<file path="src/rtl/dars_pkg.sv">
package dars_pkg;

	typedef enum logic [1:0] {
		ST_ADDED   = 2'd0,
		ST_GRANTED = 2'd1,
		ST_EMPTY   = 2'd2,
		ST_FULL    = 2'd3
	} status_t;

	typedef enum logic [2:0] {
		POL_FIFO  = 3'd0,
		POL_SSTF  = 3'd1,
		POL_LOOK  = 3'd2,
		POL_CLOOK = 3'd3,
		POL_FLOOK = 3'd4
	} policy_t;

	localparam logic CMD_ADD = 1'b0;
	localparam logic CMD_SEL = 1'b1;

	typedef struct packed {
		logic        cmd;
		logic [15:0] track;
		logic [15:0] req_id;
		logic [15:0] head_track;
	} req_t;

	typedef struct packed {
		logic [1:0]  status;
		logic [15:0] sel_track;
		logic [15:0] sel_id;
		logic [5:0]  pending;
		logic        dir_up;
	} rsp_t;

	typedef enum logic [2:0] {
		BK_IDLE,
		BK_SCAN,
		BK_PICK,
		BK_SHIFT,
		BK_DONE
	} bk_state_t;

endpackage

</file>
<file path="src/rtl/disk_arm_request_scheduler.sv">
// Disk arm request scheduler. Holds up to DEPTH requests (track, id) in
// arrival order and grants one per select under the policy register
// (fifo, sstf, look, clook, flook; unused codes act as fifo). Each item
// yields one result. The command travels in s_tuser, the result status in
// m_tuser. An add, a full add or an empty select passes through the scan,
// pick and done states before its result is presented. A select that
// grants slot p scans the table one entry per cycle, picks, then
// re-reads the granted slot and shifts the entries above it down one to
// close the gap; the table has a single read port, hence the one-entry pace.
// The engine takes its next item in the cycle after its result is
// taken. A two-item input queue lets the source run ahead while the
// engine works. Write policy only when idle.
module disk_arm_request_scheduler #(
	parameter int DEPTH = 32
) (
	input  logic        clk,
	input  logic        arst_n,
	input  logic        cfg_valid,
	output logic        cfg_ready,
	input  logic [2:0]  cfg_data,     // policy
	input  logic        s_tvalid,
	output logic        s_tready,
	input  logic        s_tuser,      // cmd
	input  logic [47:0] s_tdata,      // track, req_id, head_track
	output logic        m_tvalid,
	input  logic        m_tready,
	output logic [1:0]  m_tuser,      // status
	output logic [39:0] m_tdata       // sel_track, sel_id, pending, dir_up, pad
);
	import dars_pkg::*;

	logic [2:0] policy_q;
	req_t in_item, q_item;
	rsp_t r_item;
	logic q_valid, q_ready;

	assign cfg_ready = 1'b1;
	always_ff @(posedge clk or negedge arst_n) begin
		if (!arst_n) policy_q <= POL_FIFO;
		else if (cfg_valid && cfg_ready) policy_q <= cfg_data;
	end

	assign in_item.cmd        = s_tuser;
	assign in_item.track      = s_tdata[15:0];
	assign in_item.req_id     = s_tdata[31:16];
	assign in_item.head_track = s_tdata[47:32];

	dars_front u_front (
		.clk, .arst_n, .in_valid(s_tvalid), .in_ready(s_tready), .in_item,
		.q_valid, .q_ready, .q_item
	);

	dars_engine #(.DEPTH(DEPTH)) u_engine (
		.clk, .arst_n, .policy(policy_q), .q_valid, .q_ready, .q_item,
		.r_valid(m_tvalid), .r_ready(m_tready), .r_item
	);

	assign m_tuser = r_item.status;
	assign m_tdata = {1'b0, r_item.dir_up, r_item.pending, r_item.sel_id,
	                  r_item.sel_track};
endmodule

</file>
<file path="src/rtl/dars_front.sv">
// Input side: two-entry queue between the input channel and the engine.
module dars_front (
	input  logic          clk,
	input  logic          arst_n,
	input  logic          in_valid,
	output logic          in_ready,
	input  dars_pkg::req_t in_item,
	output logic          q_valid,
	input  logic          q_ready,
	output dars_pkg::req_t q_item
);
	import dars_pkg::*;

	req_t     mem_q [2];
	logic     wp_q, rp_q;
	logic [1:0] cnt_q;

	assign in_ready = cnt_q != 2'd2;
	assign q_valid  = cnt_q != 2'd0;
	assign q_item   = mem_q[rp_q];

	always_ff @(posedge clk) begin
		if (in_valid && in_ready) mem_q[wp_q] <= in_item;
	end

	always_ff @(posedge clk or negedge arst_n) begin
		if (!arst_n) begin
			wp_q <= 1'b0; rp_q <= 1'b0; cnt_q <= 2'd0;
		end else begin
			if (in_valid && in_ready) wp_q <= ~wp_q;
			if (q_valid && q_ready) rp_q <= ~rp_q;
			cnt_q <= cnt_q + 2'(in_valid && in_ready) - 2'(q_valid && q_ready);
		end
	end
endmodule

</file>
<file path="src/rtl/dars_engine.sv">
// Back end: request table in a memory; for a select, a one-entry-per-cycle
// scan, then a compaction pass that shifts younger entries down one slot.
module dars_engine #(
	parameter int DEPTH = 32
) (
	input  logic           clk,
	input  logic           arst_n,
	input  logic [2:0]     policy,
	input  logic           q_valid,
	output logic           q_ready,
	input  dars_pkg::req_t q_item,
	output logic           r_valid,
	input  logic           r_ready,
	output dars_pkg::rsp_t r_item
);
	import dars_pkg::*;

	localparam int AW = (DEPTH > 1) ? $clog2(DEPTH) : 1;
	localparam int CW = $clog2(DEPTH + 1);

	logic [32:0] mem [DEPTH];   // {batch, id, track}

	bk_state_t st_q, st_d;
	req_t      req_q;
	logic [CW-1:0] cnt_q;
	logic      up_q, act_q;
	logic [CW-1:0] ix_q;       // scan/shift index
	logic [AW-1:0] rd_a;
	logic [32:0] rd_q;
	logic      rd_v_q;         // rd_q holds entry rd_ix_q
	logic [AW-1:0] rd_ix_q;
	// scan accumulators
	logic      anyb_q;
	logic      fu_q, fd_q, fa_q, fba_q, fbd_q;
	logic [AW-1:0] iu_q, id_q, ia_q, imn_q, iba_q, ibd_q;
	logic [15:0] du_q, dd_q, da_q, mn_q, dba_q, dbd_q;
	logic [AW-1:0] pick_q;
	rsp_t      rsp_q;
	logic      rv_q;

	logic [15:0] et, hd, span;
	logic        eb, ge, le;
	assign et   = rd_q[15:0];
	assign eb   = rd_q[32];
	assign hd   = req_q.head_track;
	assign ge   = et >= hd;
	assign le   = et <= hd;
	assign span = ge ? et - hd : hd - et;

	assign q_ready = st_q == BK_IDLE && !rv_q;
	assign r_valid = rv_q;
	assign r_item  = rsp_q;

	always_comb begin
		st_d = st_q;
		unique case (st_q)
			BK_IDLE:  if (q_valid && q_ready) st_d = BK_SCAN;
			BK_SCAN:  if (!(req_q.cmd == CMD_SEL && cnt_q != '0)
			              || (!rd_v_q && ix_q == cnt_q && ix_q != '0)) st_d = BK_PICK;
			BK_PICK:  st_d = (req_q.cmd == CMD_SEL && cnt_q != '0) ? BK_SHIFT : BK_DONE;
			BK_SHIFT: if (rd_v_q && ix_q == cnt_q) st_d = BK_DONE;
			BK_DONE:  st_d = BK_IDLE;
			default:  st_d = BK_IDLE;
		endcase
	end

	always_comb begin
		rd_a = ix_q[AW-1:0];
	end

	always_ff @(posedge clk) begin
		rd_q <= mem[rd_a];
		rd_ix_q <= rd_a;
		if (st_q == BK_IDLE && q_valid && q_ready) req_q <= q_item;
		if (st_q == BK_PICK && req_q.cmd == CMD_ADD && cnt_q < CW'(DEPTH))
			mem[cnt_q[AW-1:0]] <= {~act_q, req_q.req_id, req_q.track};
		// entries above the granted slot move down one
		if (st_q == BK_SHIFT && rd_v_q && rd_ix_q != pick_q)
			mem[rd_ix_q - AW'(1)] <= rd_q;
	end

	always_ff @(posedge clk or negedge arst_n) begin
		if (!arst_n) begin
			st_q <= BK_IDLE; cnt_q <= '0; up_q <= 1'b1; act_q <= 1'b0;
			ix_q <= '0; rd_v_q <= 1'b0; rv_q <= 1'b0;
			anyb_q <= 1'b0; fu_q <= 1'b0; fd_q <= 1'b0; fa_q <= 1'b0;
			fba_q <= 1'b0; fbd_q <= 1'b0;
		end else begin
			st_q <= st_d;
			if (rv_q && r_ready) rv_q <= 1'b0;
			unique case (st_q)
				BK_IDLE: begin
					ix_q <= '0; rd_v_q <= 1'b0;
					anyb_q <= 1'b0; fu_q <= 1'b0; fd_q <= 1'b0; fa_q <= 1'b0;
					fba_q <= 1'b0; fbd_q <= 1'b0;
				end
				BK_SCAN: begin
					if (ix_q != cnt_q) ix_q <= ix_q + CW'(1);
					rd_v_q <= ix_q != cnt_q;
					if (rd_v_q) begin
						if (eb == act_q) anyb_q <= 1'b1;
						if (!fa_q || span < da_q) begin fa_q <= 1'b1; da_q <= span; ia_q <= rd_ix_q; end
						if (rd_ix_q == '0 || et < mn_q) begin mn_q <= et; imn_q <= rd_ix_q; end
						if (ge && (!fu_q || span < du_q)) begin fu_q <= 1'b1; du_q <= span; iu_q <= rd_ix_q; end
						if (le && (!fd_q || span < dd_q)) begin fd_q <= 1'b1; dd_q <= span; id_q <= rd_ix_q; end
						// batch-filtered: same batch as eventual active one
						if (ge && eb == act_q && (!fba_q || span < dba_q)) begin fba_q <= 1'b1; dba_q <= span; iba_q <= rd_ix_q; end
						if (le && eb == act_q && (!fbd_q || span < dbd_q)) begin fbd_q <= 1'b1; dbd_q <= span; ibd_q <= rd_ix_q; end
					end
				end
				BK_PICK: begin
					rsp_q.sel_track <= '0; rsp_q.sel_id <= '0;
					if (req_q.cmd == CMD_ADD) begin
						if (cnt_q < CW'(DEPTH)) begin
							cnt_q <= cnt_q + CW'(1);
							rsp_q.status <= ST_ADDED;
							rsp_q.pending <= 6'(cnt_q + CW'(1));
						end else begin
							rsp_q.status <= ST_FULL;
							rsp_q.pending <= 6'(cnt_q);
						end
						rsp_q.dir_up <= up_q;
					end else if (cnt_q == '0) begin
						rsp_q.status <= ST_EMPTY; rsp_q.pending <= '0; rsp_q.dir_up <= up_q;
					end else begin
						logic [AW-1:0] p;
						logic nu;
						p = '0; nu = up_q;
						unique case (policy)
							POL_SSTF:  p = ia_q;
							POL_LOOK:  if (up_q ? fu_q : fd_q) p = up_q ? iu_q : id_q;
							           else begin nu = ~up_q; p = up_q ? id_q : iu_q; end
							POL_CLOOK: p = fu_q ? iu_q : imn_q;
							POL_FLOOK: begin
								if (!anyb_q) begin
									// active batch empty: all entries are the other batch
									act_q <= ~act_q;
									if (up_q ? fu_q : fd_q) p = up_q ? iu_q : id_q;
									else begin nu = ~up_q; p = up_q ? id_q : iu_q; end
								end else if (up_q ? fba_q : fbd_q) p = up_q ? iba_q : ibd_q;
								else begin nu = ~up_q; p = up_q ? ibd_q : iba_q; end
							end
							default:   p = '0;
						endcase
						up_q <= nu; pick_q <= p;
						rsp_q.status <= ST_GRANTED;
						rsp_q.pending <= 6'(cnt_q - CW'(1));
						rsp_q.dir_up <= nu;
						// re-read from the granted slot: its data is the grant
						ix_q <= CW'(p); rd_v_q <= 1'b0;
					end
				end
				BK_SHIFT: begin
					if (rd_v_q && rd_ix_q == pick_q) begin
						rsp_q.sel_track <= rd_q[15:0]; rsp_q.sel_id <= rd_q[31:16];
					end
					rd_v_q <= ix_q < cnt_q;
					if (ix_q < cnt_q) ix_q <= ix_q + CW'(1);
					if (st_d == BK_DONE) cnt_q <= cnt_q - CW'(1);
				end
				BK_DONE: rv_q <= 1'b1;
				default: ;
			endcase
		end
	end
endmodule

</file>
<file path="config.mk">
export PLATFORM = sky130hd
export DESIGN_NAME = disk_arm_request_scheduler
export DESIGN_NICKNAME = d
export VERILOG_FILES = /design/src/rtl/dars_pkg.sv /design/src/rtl/disk_arm_request_scheduler.sv /design/src/rtl/dars_front.sv /design/src/rtl/dars_engine.sv
export SDC_FILE = /design/constraint.sdc
export NUM_CORES = 2
export LEC_CHECK = 0
export ABC_AREA = 1
export BUFFER_PORTS_ARGS = -buffer_cell sky130_fd_sc_hd__buf_2
export CORE_UTILIZATION = 50
export CTS_BUF_LIST = sky130_fd_sc_hd__clkbuf_16
export CTS_CLUSTER_DIAMETER = 30
export CTS_CLUSTER_SIZE = 8
export DETAILED_ROUTE_END_ITERATION = 8
export HOLD_SLACK_MARGIN = 0.1
export PLACE_DENSITY = 0.72
export RECOVER_POWER = 100
export SLEW_MARGIN = 20
export SYNTH_ARGS = -nofsm -noshare
export SYNTH_HDL_FRONTEND = slang
export SYNTH_SLANG_ARGS = --single-unit
</file>
<file path="constraint.sdc">
create_clock -name clk -period 5.8 [get_ports clk]
set_input_delay 0.29 -clock clk [delete_from_list [all_inputs] [get_ports clk]]
set_output_delay 0.29 -clock clk [all_outputs]
set_load 0.05 [all_outputs]
</file>
[Word level (Yosys, flattened, before mapping)]
Memory sizes are Yosys's and may differ from the RTL's. A register that Yosys moved wholly into a read port is not among the register bits.
Cells that the tools add are included.
Word-level totals
  bits in registers: 209
  latch bits: 0
  memory bits (writable): 1154
  memory bits (read-only): 0
  input bits: 57
  output and inout port bits: 45
  word-level logic and storage cells: 228
  memories kept: 2
Operators by class
  add/sub/neg operators: 8
  multipliers: 0
  div/mod/pow operators: 0
  magnitude comparators: 10
  equal/unequal tests: 29
  shifts and indexed selects: 0
  multiplexer cells: 69
  bitwise logic cells: 7
  reductions and logical operators: 67
Memory list
  u_engine.mem: words 32, width 33, rd ports 1, clocked after Yosys merged registers in 1, wr ports 1, RTL line dars_engine.sv:21  | logic [32:0] mem [DEPTH];
  u_front.mem_q: words 2, width 49, rd ports 1, clocked after Yosys merged registers in 1, wr ports 1, RTL line dars_front.sv:14  | req_t mem_q [2];
Operator list (number)
  16-bit < comparator: 6
  32-bit one-hot mux with 2 select lines: 1
  5-bit 2-to-1 mux: 9
  6-bit 2-to-1 mux: 7
  33-bit 2-to-1 mux: 1
  33-bit OR reduction: 1
  32-bit 2-to-1 mux: 1
  16-bit subtractor: 2
  3-bit AND reduction: 10
  1-bit 2-to-1 mux: 28
  4-bit AND reduction: 7
  6-bit one-hot mux with 4 select lines: 1
  1-bit logical AND: 21
  5-bit one-hot mux with 4 select lines: 1
  2-bit by 1-bit inequality test with 1-bit output (second input constant): 9
  16-bit greater-or-equal comparator: 1
  16-bit <= comparator: 1
  16-bit 2-to-1 mux: 1
  7-bit 2-to-1 mux: 2
  1-bit one-hot mux with 2 select lines: 7
  6-bit by 1-bit adder with 6-bit output (second input constant): 2
  3-bit by 2-bit == test with 1-bit output (second input constant): 4
  3-bit 2-to-1 mux: 4
  2-bit inequality test (second input constant): 6
  other kinds (28): 57

[Longest topological paths before layout]
  depth in word-level cells: 9
  mapped depth: 24
  mapped depth without buffers: 23

[Cells and area by module]
A second synthesis with hierarchy kept.
Second synthesis, totals
  cells, all modules: 5066
  area total of the unflattened synthesis: 60634.4 um2
By module, submodules not included
  dars_engine: times used 1, cells an instance 4761, area each 56656.8 um2, seq. area each 39734.4 um2
  dars_front: times used 1, cells an instance 288, area each 3842.4 um2, seq. area each 3042.9 um2
  disk_arm_request_scheduler: times used 1, cells an instance 17, area each 135.1 um2, seq. area each 75.1 um2

[Worst setup path before layout]
OpenSTA, ideal clock, no wires.
  path kind: register to register
  start point: register u_engine.rd_q[0], read port of u_engine.mem
  end point: register u_engine.du_q[0] (enable)
  library setup time: 0.406 ns
  arrival: 3.815 ns
  data required time: 5.394 ns
  slack: 1.579 ns
  stages on the path, launching flop included: 22
  buffers on the path: 0
  clock period less this slack: 4.221 ns
  path through: dfxtp_1 > inv_1 > ha_1 > inv_1 > fa_1 > nand3_1 > nand2_1 > nand2_1 > nand2_1 > nand2_1 > nand3_2 > nand2_1 > inv_1 > a21oi_1 > ha_1 > nand2_1 > nor2_1 > nor3b_1 > nand2_1 > nand2_1 > nand2_1 > a21oi_1
On the way
  word-level cells in the longest chain between the ends: 6
  elaborated cells on any way between the ends: 8
  those cells by class: add/sub: 2; order compare: 2; mux: 1; reduce/logical: 3
RTL lines
  start: declaration: RTL line dars_engine.sv:29  | logic [32:0] rd_q;
  16-bit subtractor / 16-bit greater-or-equal comparator (equally long branches): RTL line dars_engine.sv:48, dars_engine.sv:46
  16-bit 2-to-1 mux (*): RTL line dars_engine.sv:48  | assign span = ge ? et - hd : hd - et;
  via u_engine.span[7]: RTL line dars_engine.sv:41  | logic [15:0] et, hd, span;
  16-bit < comparator (*): RTL line dars_engine.sv:104  | if (ge && (!fu_q || span < du_q)) begin fu_q <= 1'b1; du_q <= span; iu_q <= rd_ix_q; end
  1-bit logical OR (*): RTL line dars_engine.sv:104
  1-bit logical AND (*): RTL line dars_engine.sv:104
  4-bit AND reduction (no source line) (*)
  end signal: assignment: RTL line dars_engine.sv:104
  end: declaration: RTL line dars_engine.sv:36  | logic [15:0] du_q, dd_q, da_q, mn_q, dba_q, dbd_q;
Mark *: on every way through the listed nets, which the timed path passes. The rest lies on a longest branch.
A chain may end at the register's enable or synchronous reset.

==> metrics.yaml <==
worst_hold_path:
  hp-start: "s_tdata[2]"
  hold_class: "input port to flop"
  hold_end: "u_front.mem_q[1][34]"
  hold_depth: 2
die:
  die_h_um: 350
  die_x_um: 350
  rows: 127
  dieArea_mm2: 0.123
  core_mm2: 0.120
  ioPinCount: 102
  start_util_pct: 50.5
timing:
  fin_skew_ns: 0.0672
  setup_viol: 0
  whs_ns: 0.179
  maxSlewHeadroom_pct: -178
  rsz0062_at_grt: "false"
  hold_viol_final: 0
  setup_slack_ns: 0.282
  fin_crit_ns: 5.52
  worst_pin_slew_ns: 4.18
  maxSlewViolCount: 1573
  timing.fmax_mhz: 181
  finalSetupTns_ns: 0
  fin_crit_sh_pct: 95.1
setup_path:
  cp_max_fo: 40
  crit_required_ns: 6.54
  crit_path_start_kind: "flop"
  r2r_cells: 7
  end_kind: "flop"
  critical_path.reg2reg.startpoint: "u_engine.ix_q[4]"
  r2r-end: "u_engine.rd_q[5]"
  arrival_ns: 6.26
  r2r_slack_ns: 0.28
  worst-setup-path-type: "flop to flop"
drt:
  vias_per_cell: 5.77
  dr_total_vias: 41400
  drc_errors: 0
  wl_per_cell_um: 23.3
  wirelength_mm: 167
  ant_nets: 0
  drtIter0Drc: 5386
  drtPass1Iterations: 8
synth:
  synth_seq_area_share_pct: 70.6
  ys_async_sr_fraction_pct: 2.21
  synthCells: 5090
  synth_nets: 5284
  synth-edff-count: 1375
  synthesis.area_mm2: 0.0607
  yosysWarnings: 0
  avgSynthCellArea_um2: 11.9
  ys.flop_type: "edfxtp_1"
  synth-seq-cells: 1445
  ys_types: 45
clock_tree:
  post_cts_resized: 0
  clkLatencyLatePin_ns: 0.87
  hold_buffers: 62
  h-tree-depth: 5
  cts_setup_buffers: 0
  cts_tree: "built"
  numClockSinks: 1445
  clock-root-buffer: "clkbuf_16"
  numCtsBuffers: 279
  clk_path_buf_depth: 4
  clk_pin_slew_ns: 0.05
final_layout:
  nNetsFinal: 5571
  fill_cells: 9074
  syn2layout_area_growth_pct: 18.1
  design_area_mm2: 0.0717
  final_core_util_pct: 59.7
  multi_input_area_mm2: 0.0153
  drive_above_1_share_pct: 9.36
  ff_latch_area_mm2: 0.0429
placed_design:
  io_buffers: 99
  gp_congestion: 0.926
  dpl.hpwl_mm: 91.8
  place_worst_setup_slack_ns: 1.07
  placed_area_mm2: 0.0634
global_route:
  overflow: 0
  grt_usage_pct: 27.0
  grt_start_max_net_pins: 189
  first_global_vias: 40600
  grt_first_pass_wirelength_mm: 247
  antenna_found_initial: 4
flow_run:
  drv_cap: 51
power_and_ir_drop:
  ir_drop_v: 0.000360
  p_leak_nw: 26.6
  powerDensity_mw_per_mm2: 625
status:
  failed_checks: "max-capacitance violations, max-slew violations"
  status: "complete, but fails checks"
## placed cells by master, fill, tap and decap left out, types with 18 or more instances in the layout
master | synthesis | final
nand3_1 | 134 | 138
dfxtp_1 | 38 | 38
clkinv_1 | 2 | 42
nor2_1 | 848 | 829
clkbuf_16 | 0 | 284
edfxtp_1 | 1375 | 1375
nand3b_1 | 36 | 36
o211ai_1 | 138 | 138
a21oi_1 | 110 | 107
dfrtp_1 | 31 | 27
clkbuf_1 | 116 | 120
o21ai_0 | 506 | 511
inv_1 | 375 | 434
clkinv_2 | 0 | 32
o21ai_1 | 158 | 149
ha_1 | 135 | 135
xor2_1 | 21 | 21
bufinv_16 | 0 | 18
nand2_1 | 734 | 737
clkbuf_2 | 1 | 34
mux2_2 | 49 | 33
dlygate4sd3_1 | 0 | 62
o22ai_1 | 72 | 71
## sequential cells by signal, summed over array words and instances, names as in the netlist, 6 cells and up
register and cells:
u_engine.mn_q 16, u_engine.da_q 16, u_engine.dba_q 16, u_engine.req_q 33, u_engine.r_item 41, u_engine.rd_q 33, u_engine.cnt_q 6, u_engine.du_q 16
u_engine.mem 1056, u_engine.dd_q 16, u_engine.hd 16, u_engine.dbd_q 16, u_front.mem_q 98, u_engine.ix_q 6
## layer usage
metal	up-vias	share of wire, %	global-route usage (%)
met3	509	9.7	4.89
met5	-	0.020	0
met4	4	5.0	13.5
met2	2287	47	42.3
met1	20100	39	36.4
li1	18500	-	-
## cells in the mapped netlist, types with 7 or more instances
cell type | count | share of area, %
a21oi_1 | 110 | 0.91
buf_1 | 27 | 0.17
buf_2 | 80 | 0.66
buf_4 | 11 | 0.14
buf_6 | 19 | 0.35
clkbuf_1 | 116 | 0.72
dfrtp_1 | 31 | 1.3
dfxtp_1 | 38 | 1.3
edfxtp_1 | 1375 | 68
ha_1 | 135 | 2.8
inv_1 | 375 | 2.3
inv_2 | 7 | 0.043
mux2_2 | 49 | 0.91
nand2_1 | 734 | 4.5
nand3_1 | 134 | 1.1
nand3b_1 | 36 | 0.45
nand4_1 | 10 | 0.10
nor2_1 | 848 | 5.2
nor3_1 | 7 | 0.058
o211ai_1 | 138 | 1.7
o21ai_0 | 506 | 4.2
o21ai_1 | 158 | 1.3
o22ai_1 | 72 | 0.74
xnor2_1 | 9 | 0.13
xor2_1 | 21 | 0.30
## how the worst max path moves through the flow
stage / startpoint / endpoint
2_1_floorplan: u_engine.rd_q[0] / u_engine.du_q[0]
3_3_place_gp: u_engine.rd_q[0] / u_engine.dd_q[5]
3_5_place_dp: u_engine.rd_q[0] / u_engine.dd_q[2]
4_1_cts: u_engine.rd_q[0] / u_engine.dd_q[2]
5_1_grt: u_engine.rd_q[0] / u_engine.da_q[14]
6_report: u_engine.ix_q[4] / u_engine.rd_q[5]
## worst max-delay path: stages, from the launching register on
cell      delay (ns)
dfrtp_2         0.33
clkbuf_1        2.58
inv_2           1.58
nand2_1         0.33
a21oi_1         0.08
nand2_1         0.22
nand2_1         0.09
inv_1           0.16
## per-stage QoR
stage / cells / power, mW
after floorplan: 5090 / 25.0
after global placement: 6646 / 29.8
after detailed placement: 6646 / 30.2
after CTS: 7166 / 44.8
after global routing: 7166 / 47.0
final: 7167 / 44.8
## where the power goes
part           internal, mW  leakage [nW]  switching (mW)
Clock                  9.51          4.33            4.88
Sequential             14.6          13.2           0.640
Combinational          4.10          9.14            11.1
## cells by family after synthesis
family,Yosys count,synth area share [%]
AO/OA/AOI/OAI,998,9.00
other,2,0.0124
buffers and inverters,638,4.42
flip-flops,1445,70.6
AND/OR/NAND/NOR,1791,11.8
XOR/XNOR,30,0.433
adder cells (fa/ha/maj),137,2.85
multiplexers,49,0.909
## final cells by class
class	instances	share of cell area, %
clock buffers	284	9.91
clock inverters	174	1.77
multi-input cells	3007	21.3
repair buffers	260	2.37
well taps	1612	2.81
diodes	1	0.00349
inverters	384	2.03
flip-flops and latches	1445	59.8
Power figures use the tool's default switching activity.
